[src/rtl/lrwcg_pkg.sv]
// ----------------------------------------------------------------------------
// lrwcg_pkg: shared types and constants of the rotated window command generator
// Holds the channel payload structs, the queued job descriptor, the panel
// register indexes and the rotation codes.
// ----------------------------------------------------------------------------
package lrwcg_pkg;

    localparam int COORD_W   = 10;
    localparam int BUS_W     = 16;
    localparam int COUNT_W   = 17;
    localparam int AREA_W    = 2 * (COORD_W + 1);
    localparam int STEP_W    = 5;
    localparam int WIN_WORDS = 12;
    localparam int MAX_WORDS = 18;

    localparam logic [COUNT_W-1:0] COUNT_MAX = 17'h1FFFF;

    localparam logic [BUS_W-1:0] CMD_CURSOR_X    = 16'h0020;
    localparam logic [BUS_W-1:0] CMD_CURSOR_Y    = 16'h0021;
    localparam logic [BUS_W-1:0] CMD_RAM         = 16'h0022;
    localparam logic [BUS_W-1:0] CMD_WIN_X_START = 16'h0050;
    localparam logic [BUS_W-1:0] CMD_WIN_X_END   = 16'h0051;
    localparam logic [BUS_W-1:0] CMD_WIN_Y_START = 16'h0052;
    localparam logic [BUS_W-1:0] CMD_WIN_Y_END   = 16'h0053;

    typedef enum logic [1:0] {
        ROT_0   = 2'd0,
        ROT_90  = 2'd1,
        ROT_180 = 2'd2,
        ROT_270 = 2'd3
    } t_rotation;

    typedef enum logic [1:0] {
        JOB_PIXEL         = 2'd0,
        JOB_PIXEL_RESTORE = 2'd1,
        JOB_FILL          = 2'd2
    } t_job_kind;

    typedef struct packed {
        logic        op;
        logic [8:0]  x_low;
        logic [8:0]  y_low;
        logic [8:0]  x_high;
        logic [8:0]  y_high;
        logic [15:0] color;
    } t_in_item;

    typedef struct packed {
        logic               is_command;
        logic [BUS_W-1:0]   bus_word;
        logic [COUNT_W-1:0] repeat_count;
        logic               last;
    } t_out_item;

    typedef struct packed {
        logic [COORD_W-1:0] xs;
        logic [COORD_W-1:0] ys;
        logic [COORD_W-1:0] xe;
        logic [COORD_W-1:0] ye;
        logic [COORD_W-1:0] cx;
        logic [COORD_W-1:0] cy;
    } t_window;

    typedef struct packed {
        t_job_kind          kind;
        logic [BUS_W-1:0]   color;
        t_window            win;
        logic [COORD_W-1:0] pix_cx;
        logic [COORD_W-1:0] pix_cy;
        logic [AREA_W-1:0]  area;
    } t_job;

endpackage

[src/rtl/lrwcg_front.sv]
// ----------------------------------------------------------------------------
// lrwcg_front: request intake and classification
// Clamps and orders the edges, tracks whether the window is narrowed, maps
// the window and cursor onto the panel and computes the fill pixel count.
// ----------------------------------------------------------------------------
module lrwcg_front #(
    parameter int PANEL_WIDTH  = 240,
    parameter int PANEL_HEIGHT = 320
) (
    input  logic                i_clk,
    input  logic                i_rst_n,
    input  lrwcg_pkg::t_rotation i_rotation,
    input  logic                i_in_valid,
    output logic                o_in_ready,
    input  lrwcg_pkg::t_in_item i_in_data,
    output logic                o_job_valid,
    input  logic                i_job_ready,
    output lrwcg_pkg::t_job     o_job
);

    localparam logic [lrwcg_pkg::COORD_W-1:0] W_MAX = lrwcg_pkg::COORD_W'(PANEL_WIDTH - 1);
    localparam logic [lrwcg_pkg::COORD_W-1:0] H_MAX = lrwcg_pkg::COORD_W'(PANEL_HEIGHT - 1);

    function automatic logic [lrwcg_pkg::COORD_W-1:0] clamp(
        input logic [8:0]                   v,
        input logic [lrwcg_pkg::COORD_W-1:0] lim
    );
        logic [lrwcg_pkg::COORD_W-1:0] ve;
        ve = lrwcg_pkg::COORD_W'(v);
        return (ve > lim) ? lim : ve;
    endfunction

    function automatic lrwcg_pkg::t_window map_win(
        input lrwcg_pkg::t_rotation          rot,
        input logic [lrwcg_pkg::COORD_W-1:0] lx,
        input logic [lrwcg_pkg::COORD_W-1:0] ly,
        input logic [lrwcg_pkg::COORD_W-1:0] hx,
        input logic [lrwcg_pkg::COORD_W-1:0] hy
    );
        lrwcg_pkg::t_window w;
        unique case (rot)
            lrwcg_pkg::ROT_90: begin
                w.xs = W_MAX - hy;
                w.xe = W_MAX - ly;
                w.ys = lx;
                w.ye = hx;
                w.cx = W_MAX - ly;
                w.cy = lx;
            end
            lrwcg_pkg::ROT_180: begin
                w.xs = W_MAX - hx;
                w.xe = W_MAX - lx;
                w.ys = H_MAX - hy;
                w.ye = H_MAX - ly;
                w.cx = W_MAX - lx;
                w.cy = H_MAX - ly;
            end
            lrwcg_pkg::ROT_270: begin
                w.xs = ly;
                w.xe = hy;
                w.ys = H_MAX - hx;
                w.ye = H_MAX - lx;
                w.cx = ly;
                w.cy = H_MAX - lx;
            end
            lrwcg_pkg::ROT_0: begin
                w.xs = lx;
                w.xe = hx;
                w.ys = ly;
                w.ye = hy;
                w.cx = lx;
                w.cy = ly;
            end
        endcase
        return w;
    endfunction

    logic                          r_narrowed;
    logic                          r_a_valid;
    lrwcg_pkg::t_job_kind          r_a_kind;
    lrwcg_pkg::t_rotation          r_a_rot;
    logic [lrwcg_pkg::COORD_W-1:0] r_a_lx, r_a_ly, r_a_hx, r_a_hy;
    logic [lrwcg_pkg::COORD_W-1:0] r_a_px, r_a_py;
    logic [lrwcg_pkg::BUS_W-1:0]   r_a_color;
    logic                          r_b_valid;
    lrwcg_pkg::t_job               r_b_job;

    logic                          a_load;
    logic                          b_advance;
    logic                          swap_axes;
    logic [lrwcg_pkg::COORD_W-1:0] lw_max, lh_max;
    logic [lrwcg_pkg::COORD_W-1:0] cxl, cyl, cxh, cyh;
    lrwcg_pkg::t_job_kind          n_a_kind;
    lrwcg_pkg::t_window            pix_win;
    logic [lrwcg_pkg::COORD_W:0]   ext_x, ext_y;
    lrwcg_pkg::t_job               n_b_job;

    assign b_advance   = !r_b_valid || i_job_ready;
    assign o_in_ready  = !r_a_valid || b_advance;
    assign a_load      = i_in_valid && o_in_ready;
    assign o_job_valid = r_b_valid;
    assign o_job       = r_b_job;

    always_comb begin
        swap_axes = (i_rotation == lrwcg_pkg::ROT_90) || (i_rotation == lrwcg_pkg::ROT_270);
        lw_max    = swap_axes ? H_MAX : W_MAX;
        lh_max    = swap_axes ? W_MAX : H_MAX;
        cxl       = clamp(i_in_data.x_low, lw_max);
        cyl       = clamp(i_in_data.y_low, lh_max);
        cxh       = clamp(i_in_data.x_high, lw_max);
        cyh       = clamp(i_in_data.y_high, lh_max);
        if (i_in_data.op) begin
            n_a_kind = lrwcg_pkg::JOB_FILL;
        end else if (r_narrowed) begin
            n_a_kind = lrwcg_pkg::JOB_PIXEL_RESTORE;
        end else begin
            n_a_kind = lrwcg_pkg::JOB_PIXEL;
        end
    end

    always_ff @(posedge i_clk) begin
        if (!i_rst_n) begin
            r_a_valid  <= 1'b0;
            r_narrowed <= 1'b0;
        end else begin
            if (o_in_ready) begin
                r_a_valid <= i_in_valid;
            end
            if (a_load) begin
                r_narrowed <= i_in_data.op;
            end
        end
    end

    always_ff @(posedge i_clk) begin
        if (a_load) begin
            r_a_kind  <= n_a_kind;
            r_a_rot   <= i_rotation;
            r_a_px    <= cxl;
            r_a_py    <= cyl;
            r_a_color <= i_in_data.color;
            if (i_in_data.op) begin
                r_a_lx <= (cxl > cxh) ? cxh : cxl;
                r_a_hx <= (cxl > cxh) ? cxl : cxh;
                r_a_ly <= (cyl > cyh) ? cyh : cyl;
                r_a_hy <= (cyl > cyh) ? cyl : cyh;
            end else begin
                r_a_lx <= '0;
                r_a_ly <= '0;
                r_a_hx <= lw_max;
                r_a_hy <= lh_max;
            end
        end
    end

    always_comb begin
        pix_win        = map_win(r_a_rot, r_a_px, r_a_py, r_a_px, r_a_py);
        ext_x          = {1'b0, r_a_hx} - {1'b0, r_a_lx} + (lrwcg_pkg::COORD_W + 1)'(1);
        ext_y          = {1'b0, r_a_hy} - {1'b0, r_a_ly} + (lrwcg_pkg::COORD_W + 1)'(1);
        n_b_job.kind   = r_a_kind;
        n_b_job.color  = r_a_color;
        n_b_job.win    = map_win(r_a_rot, r_a_lx, r_a_ly, r_a_hx, r_a_hy);
        n_b_job.pix_cx = pix_win.cx;
        n_b_job.pix_cy = pix_win.cy;
        n_b_job.area   = lrwcg_pkg::AREA_W'(ext_x) * lrwcg_pkg::AREA_W'(ext_y);
    end

    always_ff @(posedge i_clk) begin
        if (!i_rst_n) begin
            r_b_valid <= 1'b0;
        end else if (b_advance) begin
            r_b_valid <= r_a_valid;
        end
    end

    always_ff @(posedge i_clk) begin
        if (b_advance && r_a_valid) begin
            r_b_job <= n_b_job;
        end
    end

    a_fill_narrows: assert property (@(posedge i_clk) disable iff (!i_rst_n)
        a_load && i_in_data.op |=> r_narrowed)
        else $error("fill request did not mark the window as narrowed");

endmodule

[src/rtl/lrwcg_queue.sv]
// ----------------------------------------------------------------------------
// lrwcg_queue: job queue between front and back
// A short first-in first-out buffer of job descriptors; the head is read
// directly so that the back can start a job as soon as it arrives.
// ----------------------------------------------------------------------------
module lrwcg_queue #(
    parameter int DEPTH = 4
) (
    input  logic            i_clk,
    input  logic            i_rst_n,
    input  logic            i_push_valid,
    output logic            o_push_ready,
    input  lrwcg_pkg::t_job i_push_job,
    output logic            o_pop_valid,
    input  logic            i_pop,
    output lrwcg_pkg::t_job o_pop_job
);

    localparam int AW = (DEPTH > 1) ? $clog2(DEPTH) : 1;
    localparam int CW = $clog2(DEPTH + 1);

    lrwcg_pkg::t_job r_mem [DEPTH];
    logic [AW-1:0]   r_wr_ptr, r_rd_ptr;
    logic [CW-1:0]   r_count;

    logic push_ok, pop_ok;

    assign o_push_ready = (r_count != CW'(DEPTH));
    assign o_pop_valid  = (r_count != '0);
    assign push_ok      = i_push_valid && o_push_ready;
    assign pop_ok       = i_pop && o_pop_valid;
    assign o_pop_job    = r_mem[r_rd_ptr];

    always_ff @(posedge i_clk) begin
        if (!i_rst_n) begin
            r_wr_ptr <= '0;
            r_rd_ptr <= '0;
            r_count  <= '0;
        end else begin
            if (push_ok) begin
                r_wr_ptr <= (r_wr_ptr == AW'(DEPTH - 1)) ? '0 : r_wr_ptr + AW'(1);
            end
            if (pop_ok) begin
                r_rd_ptr <= (r_rd_ptr == AW'(DEPTH - 1)) ? '0 : r_rd_ptr + AW'(1);
            end
            unique case ({push_ok, pop_ok})
                2'b10:   r_count <= r_count + CW'(1);
                2'b01:   r_count <= r_count - CW'(1);
                default: r_count <= r_count;
            endcase
        end
    end

    always_ff @(posedge i_clk) begin
        if (push_ok) begin
            r_mem[r_wr_ptr] <= i_push_job;
        end
    end

    a_count_range: assert property (@(posedge i_clk) disable iff (!i_rst_n)
        r_count <= CW'(DEPTH))
        else $error("queue occupancy beyond its depth");

    a_pop_nonempty: assert property (@(posedge i_clk) disable iff (!i_rst_n)
        i_pop |-> r_count != '0)
        else $error("job taken from an empty queue");

endmodule

[src/rtl/lrwcg_back.sv]
// ----------------------------------------------------------------------------
// lrwcg_back: bus word sequencer
// Steps through the words of the job at the queue head, one a cycle, into
// an output register that holds while the receiver stalls.
// ----------------------------------------------------------------------------
module lrwcg_back (
    input  logic                 i_clk,
    input  logic                 i_rst_n,
    input  logic                 i_job_valid,
    input  lrwcg_pkg::t_job      i_job,
    output logic                 o_job_pop,
    output logic                 o_out_valid,
    input  logic                 i_out_ready,
    output lrwcg_pkg::t_out_item o_out_data
);

    logic [lrwcg_pkg::STEP_W-1:0] r_step;
    logic                         r_out_valid;
    lrwcg_pkg::t_out_item         r_out;

    logic                           load;
    logic                           has_win;
    logic [lrwcg_pkg::STEP_W-1:0]   tail;
    logic [lrwcg_pkg::BUS_W-1:0]    sel_cmd;
    logic [lrwcg_pkg::COORD_W-1:0]  sel_coord;
    logic                           sel_is_coord;
    logic [lrwcg_pkg::BUS_W-1:0]    sel_data;
    logic [lrwcg_pkg::COUNT_W-1:0]  sel_count;
    logic                           sel_last;
    logic [lrwcg_pkg::COUNT_W-1:0]  sat_area;
    lrwcg_pkg::t_out_item           n_out;

    assign load        = i_job_valid && (!r_out_valid || i_out_ready);
    assign o_job_pop   = load && sel_last;
    assign o_out_valid = r_out_valid;
    assign o_out_data  = r_out;

    always_comb begin
        sat_area = (i_job.area > lrwcg_pkg::AREA_W'(lrwcg_pkg::COUNT_MAX))
                 ? lrwcg_pkg::COUNT_MAX : i_job.area[lrwcg_pkg::COUNT_W-1:0];
        has_win  = (i_job.kind != lrwcg_pkg::JOB_PIXEL);
        tail     = has_win ? r_step - lrwcg_pkg::STEP_W'(lrwcg_pkg::WIN_WORDS) : r_step;
        sel_cmd      = lrwcg_pkg::CMD_RAM;
        sel_coord    = '0;
        sel_is_coord = 1'b0;
        sel_count    = lrwcg_pkg::COUNT_W'(1);
        sel_last     = 1'b0;
        if (has_win && (r_step < lrwcg_pkg::STEP_W'(lrwcg_pkg::WIN_WORDS))) begin
            sel_is_coord = 1'b1;
            unique case (r_step[lrwcg_pkg::STEP_W-1:1])
                4'd0: begin
                    sel_cmd   = lrwcg_pkg::CMD_WIN_X_START;
                    sel_coord = i_job.win.xs;
                end
                4'd1: begin
                    sel_cmd   = lrwcg_pkg::CMD_WIN_Y_START;
                    sel_coord = i_job.win.ys;
                end
                4'd2: begin
                    sel_cmd   = lrwcg_pkg::CMD_WIN_X_END;
                    sel_coord = i_job.win.xe;
                end
                4'd3: begin
                    sel_cmd   = lrwcg_pkg::CMD_WIN_Y_END;
                    sel_coord = i_job.win.ye;
                end
                4'd4: begin
                    sel_cmd   = lrwcg_pkg::CMD_CURSOR_X;
                    sel_coord = i_job.win.cx;
                end
                default: begin
                    sel_cmd   = lrwcg_pkg::CMD_CURSOR_Y;
                    sel_coord = i_job.win.cy;
                end
            endcase
        end else begin
            unique case (i_job.kind)
                lrwcg_pkg::JOB_FILL: begin
                    sel_count = tail[0] ? sat_area : lrwcg_pkg::COUNT_W'(1);
                    sel_last  = tail[0];
                end
                default: begin
                    sel_last = (tail == lrwcg_pkg::STEP_W'(5));
                    unique case (tail[lrwcg_pkg::STEP_W-1:1])
                        4'd0: begin
                            sel_cmd      = lrwcg_pkg::CMD_CURSOR_X;
                            sel_coord    = i_job.pix_cx;
                            sel_is_coord = 1'b1;
                        end
                        4'd1: begin
                            sel_cmd      = lrwcg_pkg::CMD_CURSOR_Y;
                            sel_coord    = i_job.pix_cy;
                            sel_is_coord = 1'b1;
                        end
                        default: begin
                            sel_cmd = lrwcg_pkg::CMD_RAM;
                        end
                    endcase
                end
            endcase
        end
        sel_data           = sel_is_coord ? lrwcg_pkg::BUS_W'(sel_coord) : i_job.color;
        n_out.is_command   = !r_step[0];
        n_out.bus_word     = r_step[0] ? sel_data : sel_cmd;
        n_out.repeat_count = sel_count;
        n_out.last         = sel_last;
    end

    always_ff @(posedge i_clk) begin
        if (!i_rst_n) begin
            r_step      <= '0;
            r_out_valid <= 1'b0;
        end else begin
            if (load) begin
                r_out_valid <= 1'b1;
                r_step      <= sel_last ? '0 : r_step + lrwcg_pkg::STEP_W'(1);
            end else if (i_out_ready) begin
                r_out_valid <= 1'b0;
            end
        end
    end

    always_ff @(posedge i_clk) begin
        if (load) begin
            r_out <= n_out;
        end
    end

    a_step_range: assert property (@(posedge i_clk) disable iff (!i_rst_n)
        r_step < lrwcg_pkg::STEP_W'(lrwcg_pkg::MAX_WORDS))
        else $error("word sequencer ran past the longest job");

    a_repeat_on_fill_data: assert property (@(posedge i_clk) disable iff (!i_rst_n)
        r_out_valid && (r_out.repeat_count != lrwcg_pkg::COUNT_W'(1))
            |-> !r_out.is_command && r_out.last)
        else $error("repeated word is not the final data word of a fill");

endmodule

[src/rtl/lcd_rotated_window_command_gen_core.sv]
// ----------------------------------------------------------------------------
// lcd_rotated_window_command_gen_core: rotated GRAM window command generator
// Turns pixel and fill requests in logical coordinates into the command and
// data words of a panel controller's graphics RAM port.
// ----------------------------------------------------------------------------
// A request transaction on the input channel carries the kind, the corners
// and the colour. Each produces a burst of output transactions, one bus word
// each, with last set on the final word. The configuration channel writes
// the rotation and is always ready; the user must write it only while the
// block is idle, which the block does not enforce. A request passes two
// front stages, the job queue and the output register before its first
// word is valid. While the receiver is ready, the back emits one word per
// cycle: six words for a pixel, eighteen for a pixel that restores the full
// window after a fill, fourteen for a fill. The output bus sets that rate,
// and requests are taken back to back while earlier words are still going
// out. Reset empties the pipeline and queue, sets the rotation to zero and
// assumes the full window is set. On a receiver stall the output register
// holds its word; the queue and front stages fill and then input ready falls.
// ----------------------------------------------------------------------------
module lcd_rotated_window_command_gen_core #(
    parameter int PANEL_WIDTH  = 240,
    parameter int PANEL_HEIGHT = 320,
    parameter int QUEUE_DEPTH  = 4
) (
    input  logic                 i_clk,
    input  logic                 i_rst_n,
    input  logic                 i_cfg_valid,
    output logic                 o_cfg_ready,
    input  logic [1:0]           i_cfg_data,
    input  logic                 i_in_valid,
    output logic                 o_in_ready,
    input  lrwcg_pkg::t_in_item  i_in_data,
    output logic                 o_out_valid,
    input  logic                 i_out_ready,
    output lrwcg_pkg::t_out_item o_out_data
);

    lrwcg_pkg::t_rotation r_rotation;

    logic            push_valid, push_ready;
    lrwcg_pkg::t_job push_job;
    logic            head_valid, head_pop;
    lrwcg_pkg::t_job head_job;

    assign o_cfg_ready = 1'b1;

    always_ff @(posedge i_clk) begin
        if (!i_rst_n) begin
            r_rotation <= lrwcg_pkg::ROT_0;
        end else if (i_cfg_valid && o_cfg_ready) begin
            r_rotation <= lrwcg_pkg::t_rotation'(i_cfg_data);
        end
    end

    lrwcg_front #(
        .PANEL_WIDTH  (PANEL_WIDTH),
        .PANEL_HEIGHT (PANEL_HEIGHT)
    ) u_front (
        .i_clk       (i_clk),
        .i_rst_n     (i_rst_n),
        .i_rotation  (r_rotation),
        .i_in_valid  (i_in_valid),
        .o_in_ready  (o_in_ready),
        .i_in_data   (i_in_data),
        .o_job_valid (push_valid),
        .i_job_ready (push_ready),
        .o_job       (push_job)
    );

    lrwcg_queue #(
        .DEPTH (QUEUE_DEPTH)
    ) u_queue (
        .i_clk        (i_clk),
        .i_rst_n      (i_rst_n),
        .i_push_valid (push_valid),
        .o_push_ready (push_ready),
        .i_push_job   (push_job),
        .o_pop_valid  (head_valid),
        .i_pop        (head_pop),
        .o_pop_job    (head_job)
    );

    lrwcg_back u_back (
        .i_clk       (i_clk),
        .i_rst_n     (i_rst_n),
        .i_job_valid (head_valid),
        .i_job       (head_job),
        .o_job_pop   (head_pop),
        .o_out_valid (o_out_valid),
        .i_out_ready (i_out_ready),
        .o_out_data  (o_out_data)
    );

endmodule

[config.mk]
export PLATFORM = sky130hd
export DESIGN_NAME = lcd_rotated_window_command_gen_core
export DESIGN_NICKNAME = d
export VERILOG_FILES = /design/src/rtl/lrwcg_pkg.sv /design/src/rtl/lrwcg_front.sv /design/src/rtl/lrwcg_queue.sv /design/src/rtl/lrwcg_back.sv /design/src/rtl/lcd_rotated_window_command_gen_core.sv
export SDC_FILE = /design/constraint.sdc
export NUM_CORES = 1
export LEC_CHECK = 0
export BUFFER_PORTS_ARGS = -buffer_cell sky130_fd_sc_hd__clkbuf_2
export CORE_MARGIN = 5
export CORE_UTILIZATION = 57
export CTS_BUF_LIST = sky130_fd_sc_hd__clkbuf_8 sky130_fd_sc_hd__clkbuf_16
export DETAILED_ROUTE_END_ITERATION = 6
export GPL_TIMING_DRIVEN = 0
export PLACE_DENSITY = 0.77
export SLEW_MARGIN = 30
export SYNTH_ARGS = -nofsm -noshare
export SYNTH_HDL_FRONTEND = slang
export SYNTH_SLANG_ARGS = --single-unit
[constraint.sdc]
create_clock -name i_clk -period 6.65 [get_ports i_clk]
set_input_delay 0 -clock i_clk [delete_from_list [all_inputs] [get_ports i_clk]]
set_output_delay 0 -clock i_clk [all_outputs]
set_load 0.005 [all_outputs]
### Yosys cells after proc, flatten, opt, wreduce, memory -nomap -nowiden

Memory sizes are Yosys's and may differ from the RTL's. A register that Yosys moved wholly into a read port is not among the register bits.
Index checks and enable logic that the tools add are counted.

| operators by class | value |
|---|---|
| add/subtract/negate cells | 22 |
| multiply operators | 1 |
| $lt $le $gt $ge | 8 |
| equal/unequal tests | 17 |
| mux-type cells | 42 |
| bitwise operators | 2 |
| reduce and logical (&&, ||, !) cells | 25 |

Operators by type and width:

| cell | number |
|---|---|
| case mux 60 bit (4 select lines) | 1 |
| 2-to-1 mux 10 bit | 12 |
| case mux 20 bit (4 select lines) | 1 |
| 2-to-1 mux 16 bit | 4 |
| subtractor 8 x 10 -> 10 bit (first input constant) | 6 |
| subtractor 9 x 10 -> 10 bit (first input constant) | 6 |
| case mux 10 bit (5 select lines) | 1 |
| greater-than comparator 9 x 10 -> 1 bit | 4 |
| case mux 7 bit (5 select lines) | 1 |
| adder 11 x 1 -> 11 bit (second input constant) | 2 |
| greater-than comparator 22 x 17 -> 1 bit (second input constant) | 1 |
| multiplier 11 x 11 -> 22 bit | 1 |
| subtractor 10 x 10 -> 11 bit | 2 |
| greater-than comparator 10 bit | 2 |
| case mux 10 bit (2 select lines) | 1 |
| 2-to-1 mux 9 bit | 2 |
| 2-to-1 mux 17 bit | 1 |
| equality test 2 bit (second input constant) | 7 |
| 2-to-1 mux 1 bit | 10 |
| 2-to-1 mux 5 bit | 2 |
| equality test 4 x 1 -> 1 bit (second input constant) | 2 |
| equality test 4 x 2 -> 1 bit (second input constant) | 2 |
| logical NOT 4 bit | 2 |
| 2-to-1 mux 2 bit | 4 |
| other kinds (22) | 40 |

| word-level totals | value |
|---|---|
| bits in registers | 253 |
| memory bits (writable) | 480 |
| input port bits | 60 |
| output and inout bits | 38 |
| word-level logic and storage cells | 152 |
| memories | 1 |

Memory list:

| name | depth | bits a word | rd ports | clocked after Yosys merged registers in | write ports | line | source |
|---|---|---|---|---|---|---|---|
| u_queue.r_mem | 4 | 120 | 1 | 1 | 1 | lrwcg_queue.sv:22 | `lrwcg_pkg::t_job r_mem [DEPTH];` |

### Logic depth before layout (Yosys ltp)

| logic depth | value |
|---|---|
| word-level depth | 9 |
| depth in mapped cells | 29 |
| gate-level depth less buffers | 29 |

### Cells and area by module

A second synthesis with hierarchy kept.

| second synthesis, totals | value |
|---|---|
| cell total of the unflattened synthesis | 2344 |
| area, all modules | 35258.8 um^2 |

Modules (own cells, without submodules):

| module | times used | cells an instance | area each (um^2) | seq. area each (um^2) |
|---|---|---|---|---|
| lrwcg_queue | 1 | 682 | 17813.3 | 14594.0 |
| lrwcg_front | 1 | 1389 | 14737.9 | 5825.6 |
| lrwcg_back | 1 | 265 | 2623.8 | 1171.1 |
| lcd_rotated_window_command_gen_core | 1 | 8 | 83.8 | 40.0 |

### Worst setup path after synthesis

OpenSTA, ideal clock, no wires.

| timing | value |
|---|---|
| path kind | register to register |
| start | register u_front.r_a_ly[1] (netlist name) |
| end | register u_front.r_b_job (netlist bit u_front.o_job[15]), data pin |
| library setup time | 195 ps |
| arrival | 6907 ps |
| required time | 6455 ps |
| slack | -452 ps |
| cell stages (with the launch flop) | 28 |
| buffers on the path | 1 |
| clock period less this slack | 7102 ps |
| cells stage by stage | edfxtp_1 > ha_1 > inv_1 > ha_1 > inv_1 > fa_1 > nor2b_1 > o21ai_0 > nand2b_1 > a211oi_1 > or3_1 > clkbuf_1 > a21o_1 > fa_1 > fa_1 > inv_1 > fa_1 > fa_1 > inv_1 > fa_1 > inv_1 > ha_1 > a21o_1 > a221oi_1 > a21boi_0 > o21ai_0 > or4b_2 > o311ai_0 |

RTL lines:

| item | line | source |
|---|---|---|
| start, declared | lrwcg_front.sv:82 | `logic [lrwcg_pkg::COORD_W-1:0] r_a_lx, r_a_ly, r_a_hx, r_a_hy;` |
| start signal, assigned | lrwcg_front.sv:145 | `r_a_ly <= (cyl > cyh) ? cyh : cyl;` |
| end signal, assigned | lrwcg_front.sv:178 | `r_b_job <= n_b_job;` |
| end, declared | lrwcg_front.sv:86 | `lrwcg_pkg::t_job r_b_job;` |

==> reports/metrics.csv <==
metric,value,unit
crit_path_start_kind,register,
hold_depth,3,
synth.largest_area_cell,edfxtp_1,
grt_usage,26.6,%
setup_violations,6,
ys_types,80,
finalSetupTns,-572,ps
crit_cells,27,
cts_sinks,719,
clk_pin_slew,60,ps
finalHoldViolCount,0,
ff2ff_setup_slack,-160,ps
cp_slowest_cell,fa_1,
ys_ff_latch,719,
wl,88.1,mm
synth_area_leaders,"edfxtp_1 (61%), mux4_2 (7.6%), ha_1 (5.3%), fa_1 (4.9%), inv_1 (1.8%)",
timing.critical_path.buf_inv,6,
critPathKind,register to register,
relSlewSlack,36.3,%
critPathRequiredTime,7060,ps
grt_max_degree,56,
yosys_warnings,0,
max_freq,147,MHz
cp-end-kind,register,
violations,setup timing,
syn_nets,2573,
reg2reg_depth,27,
fp-row-count,90,
routabilityCongestion,0.980,
drc,0,
crit_top_cell,inv_2,
syn_avg_cell_area,15.1,sq um
dp.cells,3181,
drt_iter0_drc,2331,
clockBufferDepth,3,
holdCritPathClass,input pin to register,
fin_crit_sh,102,%
post_drt_wl_per_cell,25.6,um
setup_slack,-162,ps
dominantRegCellSynth,edfxtp_1,
die_width,256,um
pin_count,98,
antenna_found_initial,0,
fin_cells,3438,
clock_latency,620,ps
worst_pin_slew,952,ps
cp_max_fo,3,
tritoncts,done,
drive_gt1_share,21.8,%
synth_area,34500,sq um
clockRootBuffer,clkbuf_16,
synth_edf_count,699,
arrival,7230,ps
mostFrequentLayoutCells,"edfxtp_1 (699), inv_1 (168), ha_1 (133), nor2_1 (131), nand2_1 (131)",
ys_async_sr_fraction,0,%
finalCriticalPeriod,6810,ps
final_net_count,2893,
cts_made_buffers,71,
finalClockSkew,32.1,ps
fp.dieH,256,um
path_delay_family,adder cells,
viasPerCell,6.20,
yosysTopAreaCellShare,60.8,%
htreeDepth,3,
drv_slew,0,
hpwl,59.2,mm
final_common_cell,edfxtp_1,
overflow,0,
drt_first_pass_iters,6,
start_util,57.4,%
drv_cap,0,
slowest_delay,560,ps
syn_inst,2281,
syn_to_final_growth,17.5,%
portBuffers,96,
rsz0062_at_grt,true,
antenna_cells,0,
run_status,"complete, but fails checks",
via_count,21300,
die_area,65600,sq um
ant_nets,0,
yosysSeqAreaShare,62.0,%
grt_first_pass_wirelength,133,mm
core_area,60100,sq um
grt_pass1_vias,21800,
[area by class of cell]
cell class | count | area [sq um]
clock inverters | 54 | 470
plain buffers | 89 | 420
inverters | 171 | 642
repair buffers | 251 | 2210
clock buffers | 74 | 1850
well taps | 782 | 978
multi-input cells | 1298 | 12600
flip-flops and latches | 719 | 21400
fillers | 3987 | 19600
[path summary, 6_finish.rpt]
| path | start | end |
|---|---|---|
| setup / recovery | u_front.r_a_hy[1]$_SDFFCE_PN1P_ | u_front.o_job[15]$_DFFE_PP_ |
| hold reg to reg | u_front.r_a_kind[0]$_SDFFCE_PP0P_ | u_front.o_job[118]$_DFFE_PP_ |
| hold / removal | i_in_data[20] | u_front.r_a_ly[4]$_SDFFCE_PN0P_ |
| setup reg to reg | u_front.r_a_hy[1]$_SDFFCE_PN1P_ | u_front.o_job[15]$_DFFE_PP_ |
[per-layer routing]
metal / vias up / global-route usage, % / part of all wire, %
met3: 169 / 3.02 / 7.0
met1: 10900 / 36.5 / 39
met4: 0 / 9.60 / 3.6
met5: - / 0 / 0
met2: 1033 / 44.8 / 50
li1: 9259 / - / -
[logic make-up (layout without fill, tap and decap cells)]
| kind of cell | count (synthesis) | in the layout | share of synthesized area, % |
|---|---|---|---|
| other | 1 | 1 | 0.0109 |
| DFF | 719 | 719 | 62.0 |
| muxes | 188 | 188 | 9.74 |
| adders and majority gates | 232 | 232 | 10.3 |
| and+or+nand+nor | 460 | 460 | 6.50 |
| buffers and inverters | 264 | 639 | 3.05 |
| xor gates and xnor gates | 79 | 79 | 2.00 |
| AOI/OAI and AO/OA | 338 | 338 | 6.46 |
[per-stage QoR]
| step | util (%) | area (sq um) | worst slack, ps | hold WS [ps] |
|---|---|---|---|---|
| after floorplan | - | 34600 | 3.22 | 98.9 |
| after global placement | 60.0 | 36100 | -2990 | 177 |
| after detailed placement | 61.0 | 36700 | -916 | 180 |
| after CTS | 67.0 | 40300 | -207 | 35.0 |
| after global routing | 67.4 | 40500 | -408 | 44.7 |
| final | 67.4 | 40500 | -162 | 72.4 |
[cell usage after synthesis, drive strengths merged, types with 16 or more instances]
cell type  instances
nand2            135
o21a              31
nand2b            21
nand3             29
nor3              31
nor2             133
buf               41
o21ai             84
a21o              18
and3              16
mux4             116
ha               147
nor2b             19
a22oi             28
clkbuf            52
a211oi            27
inv              168
mux2i             48
fa                85
and2              19
a21oi             71
xor2              24
edfxtp           699
xnor2             55
dfxtp             20
mux2              24
[worst min-delay path: stages]
cell	delay [ps]
clkbuf_2	100
mux2i_1	140
a311oi_1	280
[timing repair]
item                                    in CTS  in global routing
pin swaps                                   51                 31
endpoints found under the hold margin      118                  0
resized for setup                           67                 25
endpoints found under the setup margin      11                 10
setup buffers                               50                 21
hold buffers                                62                  0
cloned                                       0                  0
[flip-flops by register name, summed over array words and instances (netlist names), 3 cells and up, named ones only]
| name | count |
|---|---|
| u_front.r_a_ly | 9 |
| u_front.r_a_px | 9 |
| u_back.o_out_data | 35 |
| u_front.r_a_color | 16 |
| u_front.r_a_hy | 9 |
| u_queue.r_mem | 472 |
| u_queue.r_count | 3 |
| u_back.r_step | 5 |
| u_front.r_a_lx | 9 |
| u_front.r_a_hx | 9 |
| u_front.o_job | 118 |
| u_front.r_a_py | 9 |
Power is not shown: default switching activity piles up to over one toggle a cycle in this logic, so the estimate is an artifact.
